[src/rtl/pipw_pkg.sv]
// Shared constants and types for the winding-number point-in-polygon block.
// No dependencies; imported by pipw_ctrl, pipw_dpath and the top level.
package pipw_pkg;

  localparam int MAX_VERTICES_DEF = 64;

  localparam int CNT_W       = 7;   // vertex_count and vertex_index width
  localparam int COORD_W     = 32;  // signed Q16.16 coordinate
  localparam int WIND_W      = 8;   // winding number, modulo 2^8
  localparam int IN_TDATA_W  = 72;  // 7 + 32 + 32, padded to bytes
  localparam int OUT_TDATA_W = 16;  // 1 + 8, padded to bytes

  // Cycles after the last store read until the winding sum is final:
  // diff stage, product stage, accumulate.
  localparam int DRAIN_LEN = 3;

  localparam logic KIND_VERTEX = 1'b0;
  localparam logic KIND_QUERY  = 1'b1;

  typedef struct packed {
    logic wr_en;     // vertex beat: write the store
    logic capture;   // query beat: latch point, clear sum
    logic rd_en;     // read one store entry
    logic rd_first;  // entry 0: no edge ends here
    logic cnt_zero;  // empty polygon
    logic load_out;  // move sum into output register
  } ctl_cmd_t;

endpackage

[src/rtl/pipw_ctrl.sv]
// Controller: handshakes, edge walk sequencing and output register valid.
// Depends on pipw_pkg; issues ctl_cmd_t to pipw_dpath.
module pipw_ctrl #(
  parameter int MAX_VERTICES = pipw_pkg::MAX_VERTICES_DEF,
  parameter int IW           = $clog2(MAX_VERTICES + 1)
) (
  input  logic                       clk,
  input  logic                       rst_n,
  input  logic                       in_tvalid,
  output logic                       in_tready,
  input  logic                       in_kind,
  output logic                       out_tvalid,
  input  logic                       out_tready,
  input  logic                       cfg_valid,
  output logic                       cfg_ready,
  input  logic [pipw_pkg::CNT_W-1:0] cfg_data,
  output pipw_pkg::ctl_cmd_t         cmd,
  output logic [IW-1:0]              rd_addr
);
  import pipw_pkg::*;

  localparam int CW = (IW > CNT_W) ? IW : CNT_W;

  typedef enum logic [3:0] {
    ST_IDLE  = 4'b0001,
    ST_RUN   = 4'b0010,
    ST_DRAIN = 4'b0100,
    ST_DONE  = 4'b1000
  } state_t;

  state_t         state_r, state_nxt;
  logic [IW-1:0]  addr_r, addr_nxt;
  logic [1:0]     drain_r, drain_nxt;
  logic [CNT_W-1:0] vcount_r;
  logic           out_valid_r, out_valid_nxt;
  logic [CW-1:0]  vcount_w;
  logic [IW-1:0]  count_eff;
  logic           in_beat;

  assign vcount_w  = CW'(vcount_r);
  assign count_eff = (vcount_w > CW'(MAX_VERTICES)) ? IW'(MAX_VERTICES) : vcount_w[IW-1:0];

  assign cfg_ready  = 1'b1;
  assign in_tready  = (state_r == ST_IDLE);
  assign in_beat    = in_tvalid & in_tready;
  assign out_tvalid = out_valid_r;
  assign rd_addr    = addr_r;

  always_comb begin
    state_nxt    = state_r;
    addr_nxt     = addr_r;
    drain_nxt    = drain_r;
    cmd          = '0;
    cmd.cnt_zero = (vcount_r == '0);
    cmd.wr_en    = in_beat && (in_kind == KIND_VERTEX);
    cmd.capture  = in_beat && (in_kind == KIND_QUERY);
    unique case (state_r)
      ST_IDLE: begin
        addr_nxt = '0;
        if (cmd.capture) begin
          state_nxt = cmd.cnt_zero ? ST_DONE : ST_RUN;
        end
      end
      ST_RUN: begin
        // entries 0..count, one read a cycle
        cmd.rd_en    = 1'b1;
        cmd.rd_first = (addr_r == '0);
        if (addr_r == count_eff) begin
          state_nxt = ST_DRAIN;
          drain_nxt = '0;
        end else begin
          addr_nxt = addr_r + IW'(1);
        end
      end
      ST_DRAIN: begin
        if (drain_r == 2'(DRAIN_LEN - 1)) begin
          state_nxt = ST_DONE;
        end else begin
          drain_nxt = drain_r + 2'd1;
        end
      end
      ST_DONE: begin
        if (!out_valid_r || out_tready) begin
          cmd.load_out = 1'b1;
          state_nxt    = ST_IDLE;
        end
      end
      default: begin
        state_nxt = ST_IDLE;
      end
    endcase
  end

  always_comb begin
    out_valid_nxt = out_valid_r;
    if (cmd.load_out) begin
      out_valid_nxt = 1'b1;
    end else if (out_tready) begin
      out_valid_nxt = 1'b0;
    end
  end

  always_ff @(posedge clk) begin
    if (!rst_n) begin
      state_r     <= ST_IDLE;
      addr_r      <= '0;
      drain_r     <= '0;
      vcount_r    <= '0;
      out_valid_r <= 1'b0;
    end else begin
      state_r     <= state_nxt;
      addr_r      <= addr_nxt;
      drain_r     <= drain_nxt;
      out_valid_r <= out_valid_nxt;
      if (cfg_valid && cfg_ready) begin
        vcount_r <= cfg_data;
      end
    end
  end

  a_rd_in_range: assert property (@(posedge clk) disable iff (!rst_n)
    cmd.rd_en |-> (rd_addr <= count_eff))
    else $error("store read beyond polygon end");

  a_load_free: assert property (@(posedge clk) disable iff (!rst_n)
    cmd.load_out |-> (!out_valid_r || out_tready))
    else $error("output register overwritten before taken");

  a_no_read_idle: assert property (@(posedge clk) disable iff (!rst_n)
    in_tready |-> !cmd.rd_en)
    else $error("store read while accepting beats");

  a_out_from_done: assert property (@(posedge clk) disable iff (!rst_n)
    $rose(out_valid_r) |-> $past(state_r == ST_DONE))
    else $error("result raised without finished query");

endmodule

[config.mk]
export PLATFORM = sky130hd
export DESIGN_NAME = pipw_ctrl
export DESIGN_NICKNAME = d
export VERILOG_FILES = /design/src/rtl/pipw_pkg.sv /design/src/rtl/pipw_ctrl.sv
export SDC_FILE = /design/constraint.sdc
export NUM_CORES = 1
export LEC_CHECK = 0
export BUFFER_PORTS_ARGS = -buffer_cell sky130_fd_sc_hd__buf_2
export CAP_MARGIN = 20
export CORE_ASPECT_RATIO = 0.5
export CORE_MARGIN = 10
export CORE_UTILIZATION = 45
export DETAILED_ROUTE_END_ITERATION = 8
export PLACE_DENSITY = 0.77
export SLEW_MARGIN = 10
export SYNTH_ARGS = -nofsm -noshare
export SYNTH_HDL_FRONTEND = slang
export SYNTH_SLANG_ARGS = --single-unit
[constraint.sdc]
create_clock -name clk -period 1.9 [get_ports clk]
set_input_delay 0.475 -clock clk [delete_from_list [all_inputs] [get_ports clk]]
set_output_delay 0.475 -clock clk [all_outputs]
set_load 0.01 [all_outputs]
==> run metrics <==
critical path class reg2out; Layout Area Growth over Synthesis 25.02%; via count 1191; leading area contributor after synthesis dfxtp_1; # diodes 0; top cell type's share of synthesized area 0.3284; syn_area_per_cell 8.707 um^2; Top FF cell, synth dfxtp_1; Finished Core Util 0.6036; die span in x 95.43 um; Starting Density 0.4828; mapped cell area 1280 um^2; worst skew pair latency 0.27 ns; hold crit path type in2reg; dpl ws 0.07824 ns; All-Layer GR Usage 0.1257; Post-DP HPWL 2451 um; CTS Buf Count 3; CTS tree built; first-pass detailed-route iteration total 4; Setup-failing EPs final 6; most frequent cells after synthesis dfxtp_1, nand2_1, nor2b_1; maximum VDD drop 0.0003033 V; global-route wire length before repair 5568 um; clock sinks 21; Synthesis Warnings 0; CP Launch Type flip-flop; grt total ovfl 0; 1st-iter DRT viols 71; clock skew 0.003070 ns; fillers 233; CTS max path bufs 2; Routed Antenna Nets 0; Residual DRC 0; Clock Root Buffer clkbuf_8; status finished, violations left; worst slew pin tran 0.4939 ns; crit path DAT 1.65 ns; wire per inst 15.26 um; Max-Slew Margin vs Limit 0.6680; clock slew at reported path FFs 0.08 ns; Final Power 1.182 mW; Core ar. 2651 um^2; number of vias per cell 5.389; PortBufs 27; row cnt 13; FF+latch area 426.7 um^2; count leader, synth dfxtp_1; Gate Count Post-Synth 147; leakage power 0.7065 nW; synth top area cells dfxtp_1, mux2i_1, nor2b_1, a21oi_1, ha_1; routability cong. 0.8429; Peak Freq 471.2 MHz; setup_tns -0.4454 ns; initial antenna violation count 0; Multi-input gate area 799.5 um^2; endpoint class of the critical path output port; Netlist cell types 45; pin count of the biggest net entering global routing 21; nets 201; CP max FO 2; failing checks negative setup slack; Total Die Area 5507 um^2; Final Hold Violating Endpoints 0; fin crit period 2.122 ns; layout cells sized above 1 0.3370; final-report max-slew violation count 0; DRT Wirelength 3373 um; Top Ports 29; asr flop ratio synth 0; slack of the critical path -0.2223 ns; syn nets 163; vias in the first global route 1161; Cell Pwr Density 738.4 nW/um^2; Max-cap violations 0; number of synthesized flops with an enable pin 0; htree depth 1; sequential area share after synthesis 0.3284; RSZ-0062 raised after global routing yes; die height 57.71 um; Seq cells post-synth 21; CP required 1.42 ns; Tcrit/Tclk final 1.117
-- metal layers --
metal  global-route usage  share of wire  vias to the layer above
li1                     -              -                      597
met1               0.1504           0.43                      554
met2               0.2039           0.48                       33
met3              0.03851          0.064                        7
met4              0.05637          0.022                        0
met5                    0              0                        -
-- area by class of cell --
| class | instances | area share |
|---|---|---|
| multi-input combinational | 111 | 0.4996 |
| sequential | 21 | 0.2666 |
| timing repair buffer | 41 | 0.1564 |
| tap | 37 | 0.02893 |
| clock buffer | 3 | 0.02580 |
| inverter | 7 | 0.01955 |
| clock inverter | 1 | 0.003127 |
-- final timing paths --
kind	startpoint	end	slack, ns	depth (start not counted)
hold reg to reg	drain_r[1]$_SDFFE_PN0P_	drain_r[1]$_SDFFE_PN0P_	0.50	1
setup / recovery	state_r[2]$_SDFFE_PN0P_	cmd[2]	-0.22	5
setup reg to reg	state_r[2]$_SDFFE_PN0P_	rd_addr[5]$_SDFFE_PN0P_	-0.02	7
hold / removal	cfg_data[5]	vcount_r[5]$_SDFFE_PN0P_	0.46	3
-- metrics by stage --
step	area (um^2)	std cells	hold slack, ns
floorplan	1280	147	0.4692
global placement	1495	215	0.4764
detailed placement	1495	215	0.4917
CTS	1584	222	0.4609
global route	1600	221	0.4866
finish	1600	221	0.4621
-- cell usage in the layout (no fill, tap or decap), types with 2 or more instances in the layout --
cell	count
mux2i_1	8
nand4_1	5
o31ai_1	3
nor2b_1	10
nand3_1	5
clkbuf_8	3
xnor2_1	3
and3_1	2
nand2_1	9
o21ai_0	7
inv_1	6
nand2b_1	6
buf_6	2
dfxtp_1	16
buf_2	26
ha_1	3
buf_4	13
nor3_1	2
a21oi_1	8
nor3b_1	2
nor2_1	8
or4_1	4
dfxtp_2	5
-- worst max-delay path, stage by stage (launching register included) --
cell and delay, ns:
dfxtp_2 0.33, or4b_4 0.57, clkinv_4 0.07, nand4b_1 0.09, nor3_1 0.16, buf_2 0.16
-- registers in the layout, indices dropped and copies added (netlist names) --
register    count
drain_r         2
out_tvalid      1
rd_addr         7
state_r         4
vcount_r        7
-- kinds of logic (layout without fill, tap and decap cells) --
logic type | Yosys count | count (layout) | share of synthesized area
other | 1 | 1 | 0.002930
XOR/XNOR | 4 | 4 | 0.02738
flip-flops | 21 | 21 | 0.3284
AO/OA/AOI/OAI | 27 | 27 | 0.1613
buffers and inverters | 15 | 52 | 0.06842
adder cells (fa/ha/maj) | 3 | 3 | 0.02933
AND/OR/NAND/NOR | 68 | 68 | 0.3197
multiplexers | 8 | 8 | 0.06256
-- power breakdown --
group | internal (mW) | switching [mW]
combinational | 0.173 | 0.214
sequential | 0.467 | 0.0258
clock | 0.147 | 0.156
-- timing repair --
item | in CTS | in global routing
hold buffers | 0 | 0
setup buffers | 3 | 0
pin swaps | 1 | 2
endpoints found under the setup margin | 6 | 12
resized for setup | 4 | 9
(Power assumes the default switching activity.)
